--- src/rtl/xtc_pkg.sv ---
package xtc_pkg;

    localparam int WINDOW_BYTES_DEF = 9;

    // lexer states, also the encoding of start_state and end_state
    localparam logic [1:0] LX_ROOT    = 2'd0;
    localparam logic [1:0] LX_COMMENT = 2'd1;
    localparam logic [1:0] LX_CDATA   = 2'd2;
    localparam logic [1:0] LX_TAG     = 2'd3;

    localparam logic [2:0] SUB_IDLE    = 3'd0;
    localparam logic [2:0] SUB_ATTR    = 3'd1;
    localparam logic [2:0] SUB_STRING  = 3'd2;
    localparam logic [2:0] SUB_TAGOPEN = 3'd3;
    localparam logic [2:0] SUB_TAGNAME = 3'd4;
    localparam logic [2:0] SUB_CLOSING = 3'd5;

    localparam logic [2:0] COL_NONE      = 3'd0;
    localparam logic [2:0] COL_COMMENT   = 3'd1;
    localparam logic [2:0] COL_STRING    = 3'd2;
    localparam logic [2:0] COL_TAG       = 3'd3;
    localparam logic [2:0] COL_OPERATOR  = 3'd4;
    localparam logic [2:0] COL_ATTRIBUTE = 3'd5;

    localparam logic [7:0] CH_LT     = 8'h3C;
    localparam logic [7:0] CH_GT     = 8'h3E;
    localparam logic [7:0] CH_EQ     = 8'h3D;
    localparam logic [7:0] CH_SLASH  = 8'h2F;
    localparam logic [7:0] CH_DQUOTE = 8'h22;
    localparam logic [7:0] CH_SQUOTE = 8'h27;

    // patterns written back to front so that byte 0 of the window sits lowest
    localparam logic [31:0] PAT_COMMENT_OPEN  = "--!<";
    localparam logic [71:0] PAT_CDATA_OPEN    = "[ATADC[!<";
    localparam logic [23:0] PAT_COMMENT_CLOSE = ">--";
    localparam logic [23:0] PAT_CDATA_CLOSE   = ">]]";

    localparam logic [3:0] SKIP_COMMENT_OPEN = 4'd3;
    localparam logic [3:0] SKIP_CDATA_OPEN   = 4'd8;
    localparam logic [3:0] SKIP_CLOSE        = 4'd2;

    typedef struct packed {
        logic [1:0] lexer;
        logic [2:0] sub;
        logic [7:0] quote;
        logic [3:0] skip;
    } t_lex_st;

    typedef struct packed {
        logic [2:0] colour;
        logic       line_done;
        logic [1:0] end_state;
    } t_result;

endpackage

--- src/rtl/xtc_classify.sv ---
module xtc_classify
    import xtc_pkg::*;
#(
    parameter int WINDOW_BYTES = WINDOW_BYTES_DEF
) (
    input  logic [WINDOW_BYTES-1:0][7:0]          i_win,
    input  logic [$clog2(WINDOW_BYTES+1)-1:0]     i_fill,
    input  t_lex_st                               i_st,
    output logic [2:0]                            o_colour,
    output t_lex_st                               o_st
);

    localparam int FILL_W = $clog2(WINDOW_BYTES + 1);

    logic [7:0] c;
    logic       m_comment_open;
    logic       m_cdata_open;
    logic       m_comment_close;
    logic       m_cdata_close;
    logic [2:0] sub;
    logic       done;

    function automatic logic is_alpha(input logic [7:0] ch);
        return (ch inside {["a":"z"], ["A":"Z"]});
    endfunction

    function automatic logic is_name_char(input logic [7:0] ch);
        return is_alpha(ch) || (ch inside {["0":"9"], ":", "-", ".", "_"});
    endfunction

    assign c = i_win[0];

    assign m_comment_open  = (i_fill >= FILL_W'(4)) && (i_win[3:0] == PAT_COMMENT_OPEN);
    assign m_cdata_open    = (i_fill >= FILL_W'(9)) && (i_win[8:0] == PAT_CDATA_OPEN);
    assign m_comment_close = (i_fill >= FILL_W'(3)) && (i_win[2:0] == PAT_COMMENT_CLOSE);
    assign m_cdata_close   = (i_fill >= FILL_W'(3)) && (i_win[2:0] == PAT_CDATA_CLOSE);

    always_comb begin
        o_st     = i_st;
        o_colour = COL_NONE;
        sub      = i_st.sub;
        done     = 1'b0;
        if (i_st.skip != 4'd0) begin
            case (i_st.lexer)
                LX_COMMENT: o_colour = COL_COMMENT;
                LX_CDATA:   o_colour = COL_STRING;
                default:    o_colour = COL_NONE;
            endcase
            o_st.skip = i_st.skip - 4'd1;
            if (i_st.skip == 4'd1 && i_st.sub == SUB_CLOSING) begin
                o_st.lexer = LX_ROOT;
                o_st.sub   = SUB_IDLE;
            end
        end else begin
            case (i_st.lexer)
                LX_ROOT: begin
                    if (m_comment_open) begin
                        o_st.lexer = LX_COMMENT;
                        o_st.sub   = SUB_IDLE;
                        o_st.skip  = SKIP_COMMENT_OPEN;
                        o_colour   = COL_COMMENT;
                    end else if (m_cdata_open) begin
                        o_st.lexer = LX_CDATA;
                        o_st.sub   = SUB_IDLE;
                        o_st.skip  = SKIP_CDATA_OPEN;
                        o_colour   = COL_STRING;
                    end else if (c == CH_LT) begin
                        o_st.lexer = LX_TAG;
                        o_st.sub   = SUB_TAGOPEN;
                        o_colour   = COL_TAG;
                    end
                end
                LX_COMMENT: begin
                    if (m_comment_close) begin
                        o_st.skip = SKIP_CLOSE;
                        o_st.sub  = SUB_CLOSING;
                    end
                    o_colour = COL_COMMENT;
                end
                LX_CDATA: begin
                    if (m_cdata_close) begin
                        o_st.skip = SKIP_CLOSE;
                        o_st.sub  = SUB_CLOSING;
                    end
                    o_colour = COL_STRING;
                end
                default: begin
                    if (sub == SUB_STRING) begin
                        if (c == i_st.quote) begin
                            o_st.sub = SUB_IDLE;
                        end
                        o_colour = COL_STRING;
                        done     = 1'b1;
                    end
                    if (!done && sub == SUB_TAGOPEN) begin
                        sub = SUB_TAGNAME;
                        if (c == CH_SLASH) begin
                            o_st.sub = SUB_TAGNAME;
                            o_colour = COL_TAG;
                            done     = 1'b1;
                        end
                    end
                    if (!done && sub == SUB_TAGNAME) begin
                        if (is_name_char(c)) begin
                            o_st.sub = SUB_TAGNAME;
                            o_colour = COL_TAG;
                            done     = 1'b1;
                        end else begin
                            sub = SUB_IDLE;
                        end
                    end
                    if (!done && sub == SUB_ATTR) begin
                        if (is_name_char(c)) begin
                            o_st.sub = SUB_ATTR;
                            o_colour = COL_ATTRIBUTE;
                            done     = 1'b1;
                        end
                    end
                    if (!done) begin
                        o_st.sub = SUB_IDLE;
                        if (c == CH_GT) begin
                            o_st.lexer = LX_ROOT;
                            o_colour   = COL_TAG;
                        end else if (c == CH_SLASH) begin
                            o_colour = COL_TAG;
                        end else if (c == CH_DQUOTE || c == CH_SQUOTE) begin
                            o_st.quote = c;
                            o_st.sub   = SUB_STRING;
                            o_colour   = COL_STRING;
                        end else if (c == CH_EQ) begin
                            o_colour = COL_OPERATOR;
                        end else if (is_alpha(c) || c == "_" || c == ":") begin
                            o_st.sub = SUB_ATTR;
                            o_colour = COL_ATTRIBUTE;
                        end
                    end
                end
            endcase
        end
    end

endmodule

--- src/rtl/xml_token_classifier.sv ---
// xml line colouring lexer
//
// input beats: s_axis_tdata carries one byte of a text line and, on the first
// byte, the state to start the line in; s_axis_tuser marks the first byte and
// s_axis_tlast the last one. output beats: one colour class per byte, in byte
// order; m_axis_tlast marks the line's final byte, whose beat also carries the
// lexer state after the line.
//
// bytes sit in a WINDOW_BYTES deep lookahead window. once it is full, each new
// byte pushes the oldest one out, so inside a line one byte is taken every
// cycle while the output queue has space; a byte's result enters that queue
// when it reaches the front of the window. on the last byte of a line the window
// drains one byte per cycle while the queue has space; input is held off until it is empty.
//
// reset empties the window and puts the lexer in root state. a stalled
// receiver fills a two-entry output queue; after that the window stops
// shifting, and once it is full s_axis_tready drops until space frees up.
module xml_token_classifier
    import xtc_pkg::*;
#(
    parameter int WINDOW_BYTES = WINDOW_BYTES_DEF
) (
    input  logic        i_clk,
    input  logic        i_rst_n,
    input  logic        s_axis_tvalid,
    output logic        s_axis_tready,
    input  logic [15:0] s_axis_tdata,   // char_byte [7:0], start_state [9:8]
    input  logic        s_axis_tuser,   // first_of_line
    input  logic        s_axis_tlast,   // last_of_line
    output logic        m_axis_tvalid,
    input  logic        m_axis_tready,
    output logic [7:0]  m_axis_tdata,   // colour_class [2:0], end_state [4:3]
    output logic        m_axis_tlast    // line_done
);

    localparam int FILL_W = $clog2(WINDOW_BYTES + 1);
    localparam int IDX_W  = $clog2(WINDOW_BYTES);

    logic [WINDOW_BYTES-1:0][7:0] r_win, n_win, win_shift;
    logic [FILL_W-1:0]            r_fill, n_fill, fill_pop;
    logic [IDX_W-1:0]             wr_idx;
    logic                         r_drain, n_drain;
    t_lex_st                      r_st, n_st, cls_st;
    logic [2:0]                   cls_colour;
    t_result                      res;
    t_result                      r_q [2];
    logic                         r_wr, r_rd;
    logic [1:0]                   r_cnt;

    logic       in_acc, out_acc, space, pop_en, last_pop, win_full;
    logic [7:0] in_char;
    logic [1:0] in_start;

    assign in_char  = s_axis_tdata[7:0];
    assign in_start = s_axis_tdata[9:8];

    assign win_full      = (r_fill == FILL_W'(WINDOW_BYTES));
    assign space         = (r_cnt != 2'd2);
    assign pop_en        = (win_full || r_drain) && space;
    assign last_pop      = pop_en && r_drain && (r_fill == FILL_W'(1));
    assign s_axis_tready = !r_drain && (!win_full || space);
    assign in_acc        = s_axis_tvalid && s_axis_tready;
    assign out_acc       = m_axis_tvalid && m_axis_tready;

    xtc_classify #(
        .WINDOW_BYTES (WINDOW_BYTES)
    ) u_classify (
        .i_win    (r_win),
        .i_fill   (r_fill),
        .i_st     (r_st),
        .o_colour (cls_colour),
        .o_st     (cls_st)
    );

    assign res.colour    = cls_colour;
    assign res.line_done = last_pop;
    assign res.end_state = last_pop ? cls_st.lexer : LX_ROOT;

    assign win_shift = {r_win[WINDOW_BYTES-1], r_win[WINDOW_BYTES-1:1]};

    always_comb begin
        fill_pop = pop_en ? (r_fill - FILL_W'(1)) : r_fill;
        wr_idx   = fill_pop[IDX_W-1:0];
        n_win    = pop_en ? win_shift : r_win;
        for (int i = 0; i < WINDOW_BYTES; i++) begin
            if (in_acc) begin
                if (s_axis_tuser) begin
                    if (i == 0) begin
                        n_win[i] = in_char;
                    end
                end else if (IDX_W'(i) == wr_idx) begin
                    n_win[i] = in_char;
                end
            end
        end

        n_fill = fill_pop;
        if (in_acc) begin
            n_fill = s_axis_tuser ? FILL_W'(1) : (fill_pop + FILL_W'(1));
        end

        n_st    = pop_en ? cls_st : r_st;
        n_drain = r_drain;
        if (last_pop) begin
            // line finished: only the lexer state carries over
            n_st.sub   = SUB_IDLE;
            n_st.quote = 8'd0;
            n_st.skip  = 4'd0;
            n_drain    = 1'b0;
        end
        if (in_acc) begin
            if (s_axis_tuser) begin
                n_st.lexer = in_start;
                n_st.sub   = SUB_IDLE;
                n_st.quote = 8'd0;
                n_st.skip  = 4'd0;
            end
            if (s_axis_tlast) begin
                n_drain = 1'b1;
            end
        end
    end

    always_ff @(posedge i_clk) begin
        r_win <= n_win;
        if (!i_rst_n) begin
            r_fill  <= '0;
            r_drain <= 1'b0;
            r_st    <= '{lexer: LX_ROOT, sub: SUB_IDLE, quote: 8'd0, skip: 4'd0};
        end else begin
            r_fill  <= n_fill;
            r_drain <= n_drain;
            r_st    <= n_st;
        end
    end

    // two-entry output queue
    always_ff @(posedge i_clk) begin
        if (pop_en) begin
            r_q[r_wr] <= res;
        end
    end

    always_ff @(posedge i_clk) begin
        if (!i_rst_n) begin
            r_wr  <= 1'b0;
            r_rd  <= 1'b0;
            r_cnt <= 2'd0;
        end else begin
            if (pop_en) begin
                r_wr <= ~r_wr;
            end
            if (out_acc) begin
                r_rd <= ~r_rd;
            end
            case ({pop_en, out_acc})
                2'b10:   r_cnt <= r_cnt + 2'd1;
                2'b01:   r_cnt <= r_cnt - 2'd1;
                default: r_cnt <= r_cnt;
            endcase
        end
    end

    assign m_axis_tvalid = (r_cnt != 2'd0);
    assign m_axis_tdata  = {3'b000, r_q[r_rd].end_state, r_q[r_rd].colour};
    assign m_axis_tlast  = r_q[r_rd].line_done;

    a_fill_range: assert property (@(posedge i_clk) disable iff (!i_rst_n)
        (r_fill <= FILL_W'(WINDOW_BYTES)) && (!r_drain || r_fill != '0))
        else $error("window fill out of range");

    a_drain_ends: assert property (@(posedge i_clk) disable iff (!i_rst_n)
        last_pop |=> (!r_drain && r_fill == '0))
        else $error("window not empty after line end");

    a_last_drains: assert property (@(posedge i_clk) disable iff (!i_rst_n)
        (in_acc && s_axis_tlast) |=> (r_drain && !s_axis_tready))
        else $error("line end beat did not start a drain");

    a_skip_range: assert property (@(posedge i_clk) disable iff (!i_rst_n)
        r_st.skip <= SKIP_CDATA_OPEN)
        else $error("skip count out of range");

endmodule

--- config.mk ---
export PLATFORM = sky130hd
export DESIGN_NAME = xml_token_classifier
export DESIGN_NICKNAME = d
export VERILOG_FILES = /design/src/rtl/xtc_pkg.sv /design/src/rtl/xtc_classify.sv /design/src/rtl/xml_token_classifier.sv
export SDC_FILE = /design/constraint.sdc
export NUM_CORES = 1
export LEC_CHECK = 0
export BUFFER_PORTS_ARGS = -buffer_cell sky130_fd_sc_hd__buf_2
export CELL_PAD_IN_SITES_DETAIL_PLACEMENT = 0
export CELL_PAD_IN_SITES_GLOBAL_PLACEMENT = 1
export CORE_ASPECT_RATIO = 1.4
export CORE_UTILIZATION = 50
export DETAILED_ROUTE_END_ITERATION = 8
export PLACE_DENSITY_LB_ADDON = 0.2
export SYNTH_ARGS = -nofsm -noshare
export SYNTH_HDL_FRONTEND = slang
export SYNTH_SLANG_ARGS = --single-unit
--- constraint.sdc ---
create_clock -name i_clk -period 6 [get_ports i_clk]
set_clock_uncertainty 0.05 [all_clocks]
set_input_delay 1.2 -clock i_clk [delete_from_list [all_inputs] [get_ports i_clk]]
set_output_delay 1.2 -clock i_clk [all_outputs]
set_load 0.01 [all_outputs]
==> metrics.md <==
| Metric | Value |
|---|---|
| Maxcap violations | `0` |
| Footprint of the multi-input gates | `3126 µm²` |
| Synth top area share | `31.58%` |
| Average cell area after synthesis | `8.101 µm²` |
| Top post-synthesis cells by count | `nand2_1 (160), dfxtp_1 (91), nor2_1 (84)` |
| Vias in the first global route | `4,834` |
| Place WS | `2513 ps` |
| WS Path Type | `register to register` |
| Setup slack after layout | `2589 ps` |
| Sequential fraction of the synthesis area | `42.00%` |
| Final period util | `56.85%` |
| Max Freq | `293.2 MHz` |
| Post-detail-place hpwl | `10,680 µm` |
| Layout cells sized above 1 | `9.437%` |
| Via density per instance | `5.889` |
| Yosys warns | `0` |
| Post-synth top flop | `dfxtp_1` |
| Synthesized area | `5768 µm²` |
| R2R Path End | `r_win[66]$_DFFE_PP_` |
| Global-route wire length before repair | `24,390 µm` |
| Clock latency on the worst-skew pair | `350 ps` |
| Starting Density | `51.13%` |
| Post-route insts no fill | `854` |
| # port buffers | `23` |
| Root Buffer | `clkbuf_16` |
| Fin crit period | `3411 ps` |
| Post-Synth Simple-Gate Area | `31.41%` |
| CORE AREA | `11,280 µm²` |
| N_diodes | `0` |
| Seq pwr share | `49.1%` |
| Compound-cell area share of the yosys netlist | `14.69%` |
| Final net count | `737` |
| Tightest Pin Transition | `771.6 ps` |
| CTS tree | `done` |
| Arrival time at the worst endpoint | `3340 ps` |
| Register area | `2422 µm²` |
| Wire length per cell | `17.26 µm` |
| Total global routing overflow | `0` |
| H-tree Lvls | `3` |
| Num rows | `46` |
| Crit. End Element | `register` |
| Cells after Synth | `712` |
| Placer congestion estimate | `0.9679` |
| Most instantiated library cell after synthesis | `nand2_1` |
| Vias | `5,029` |
| Die Y-Extent | `129.1 µm` |
| Max Root-Sink Buffers | `2` |
| Pwr per Cell Area | `426.6 nW/µm²` |
| End of the critical path | `r_win[66]$_DFFE_PP_` |
| Critical path origin | `r_fill[1]$_SDFF_PN0_` |
| Reg2reg start | `r_fill[1]$_SDFF_PN0_` |
| Clock power frac | `23.2%` |
| CP Max Fanout | `32` |
| R2R cell count | `10` |
| Synthesis-to-layout area growth | `7.635%` |
| Number of setup buffers added after CTS | `0` |
| Nature of the critical path startpoint | `register` |
| Final Hold Fails | `0` |
| Reg clk slew, reported paths | `70 ps` |
| NetSw | `0.9609 mW` |
| Initial drt markers | `262` |
| CTS buffer count | `9` |
| Mux share of post-synthesis cell area | `3.275%` |
| Clock Sinks | `111` |
| Hold buffer count at cts | `0` |
| WL final | `14,740 µm` |
| Post-CTS sizing | `0` |
| Adder-cell share of the synthesized area | `2.169%` |
| Int Power | `1.688 mW` |
| Flop-to-flop setup slack | `2590 ps` |
| Yosys top cell by area | `dfxtp_1` |
| GRT Util Overall | `26.03%` |
| Switch share | `36.28%` |
| Yosys cell types | `70` |
| Dpl cells | `838` |
| Rel. slew slack | `48.56%` |
| Final slew viol count | `0` |
| Post-synth EDFFs | `20` |
| Comb pwr share | `27.7%` |
| DRT antenna net count | `0` |
| Setup violators final | `0` |
| Post-Synth XOR/XNOR Area | `2.430%` |
| Top cells by area, synth | `dfxtp_1 (32%), edfxtp_1 (10%), nand2_1 (10%), a31oi_1 (6.7%), nor2_1 (5.5%)` |
| Ports | `33` |
| Ys async rst share | `0%` |
| Synth Register Bits | `111` |
| Post-route DRC | `0` |
| Unrepaired setup endpoints after global routing | `no` |
| Max IR drop VDD | `0.2008 mV` |
| Pin count of the biggest net entering global routing | `72` |
| Hold Crit Class | `register to register` |
| Setup TNS | `0 ps` |
| Crit path required time | `5930 ps` |
| Die Wd | `92.78 µm` |
| Number of detailed-route iterations in the first pass | `5` |
| Initial antenna violation count | `0` |
| Leak pwr | `2.353 nW` |
| Status | `finished, final reports clean` |
| Die Area | `11,980 µm²` |
| Fillers | `1,060` |
| Combinational family with the most area after synthesis | `simple AND/OR/NAND/NOR gates` |
-- layout by cell type, fill, tap and decap left out, types with 7 or more instances in the layout --
| cell type | n |
|---|---|
| and2_1 | 13 |
| dfxtp_1 | 91 |
| nor3_1 | 12 |
| a21oi_1 | 20 |
| clkbuf_16 | 9 |
| mux2_1 | 8 |
| mux2_2 | 7 |
| nand4_1 | 11 |
| nor4_1 | 9 |
| a31oi_1 | 62 |
| nand3_1 | 20 |
| inv_1 | 10 |
| nor4b_1 | 8 |
| nand2_1 | 160 |
| nor2_1 | 84 |
| o21ai_0 | 13 |
| ha_1 | 10 |
| xor2_1 | 10 |
| buf_2 | 23 |
| edfxtp_1 | 20 |
-- critical path, stage by stage, from the launching register on --
cell	delay [ps]
dfxtp_1	400
inv_1	80
ha_1	210
and3b_1	240
o21a_2	230
inv_2	470
nor2_1	80
a21oi_1	330
ha_1	280
nand3_1	80
nor2_1	600
-- kinds of logic (layout without fill, tap and decap cells) --
group,after synthesis,count (layout)
and+or+nand+nor,372,372
other,1,3
DFF,111,111
xor gates and xnor gates,16,16
buffers and inverters,57,53
adders and majority gates,10,10
muxes,17,17
AOI/OAI and AO/OA,128,128
-- final cells by class --
type | count | area share, %
Multi-Input combinational cell | 546 | 50.34
Timing Repair Buffer | 25 | 2.096
Clock buffer | 10 | 3.849
Inverter | 12 | 0.7255
Tap cell | 144 | 2.902
Clock inverter | 6 | 1.068
Sequential cell | 111 | 39.02
-- registers in the layout, summed over array words and instances (netlist names), named ones only --
name and count:
r_win 72, r_st 17, r_q 12, r_fill 4, r_cnt 2, r_drain 1
r_rd 1, r_wr 1
-- stage by stage --
| step | hold WS, ps | area (µm²) | util, % | total power [mW] |
|---|---|---|---|---|
| CTS | 438.0 | 6208 | 55.04 | 2.660 |
| finish | 435.7 | 6208 | 55.04 | 2.649 |
| global placement | 419.0 | 5903 | 52.33 | 2.011 |
| detailed placement | 426.9 | 5903 | 52.33 | 2.043 |
| floorplan | 400.1 | 5776 | - | 1.814 |
| global route | 458.7 | 6208 | 55.04 | 2.821 |
-- layer usage --
layer | part of all wire [%] | vias up | track usage (%)
li1 | - | 2504 | -
met1 | 41 | 2396 | 29.94
met2 | 53 | 98 | 47.40
met3 | 2.4 | 31 | 3.756
met4 | 3.0 | 0 | 11.76
met5 | 0 | - | 0
-- power by group through the flow --
stage	Sequential (mW)	Combinational (mW)	Clock, mW
CTS	1.29	0.737	0.628
global placement	1.30	0.709	0
global route	1.34	0.830	0.654
finish	1.30	0.735	0.614
detailed placement	1.31	0.732	0
floorplan	1.17	0.648	0
-- worst min path at each step --
| stage | startpoint | to | slack, ps | depth (start not counted) |
|---|---|---|---|---|
| 2_1_floorplan | r_st[10]$_SDFF_PN0_ | r_st[10]$_SDFF_PN0_ | 400 | 1 |
| 3_3_place_gp | r_st[10]$_SDFF_PN0_ | r_st[10]$_SDFF_PN0_ | 420 | 1 |
| 3_5_place_dp | r_st[11]$_SDFF_PN0_ | r_st[11]$_SDFF_PN0_ | 430 | 1 |
| 4_1_cts | r_win[28]$_DFF_P_ | r_win[20]$_DFF_P_ | 440 | 2 |
| 5_1_grt | r_st[11]$_SDFF_PN0_ | r_st[11]$_SDFF_PN0_ | 460 | 1 |
| 6_report | r_st[11]$_SDFF_PN0_ | r_st[11]$_SDFF_PN0_ | 440 | 1 |
Note: power is estimated with default switching activity, not from simulation.
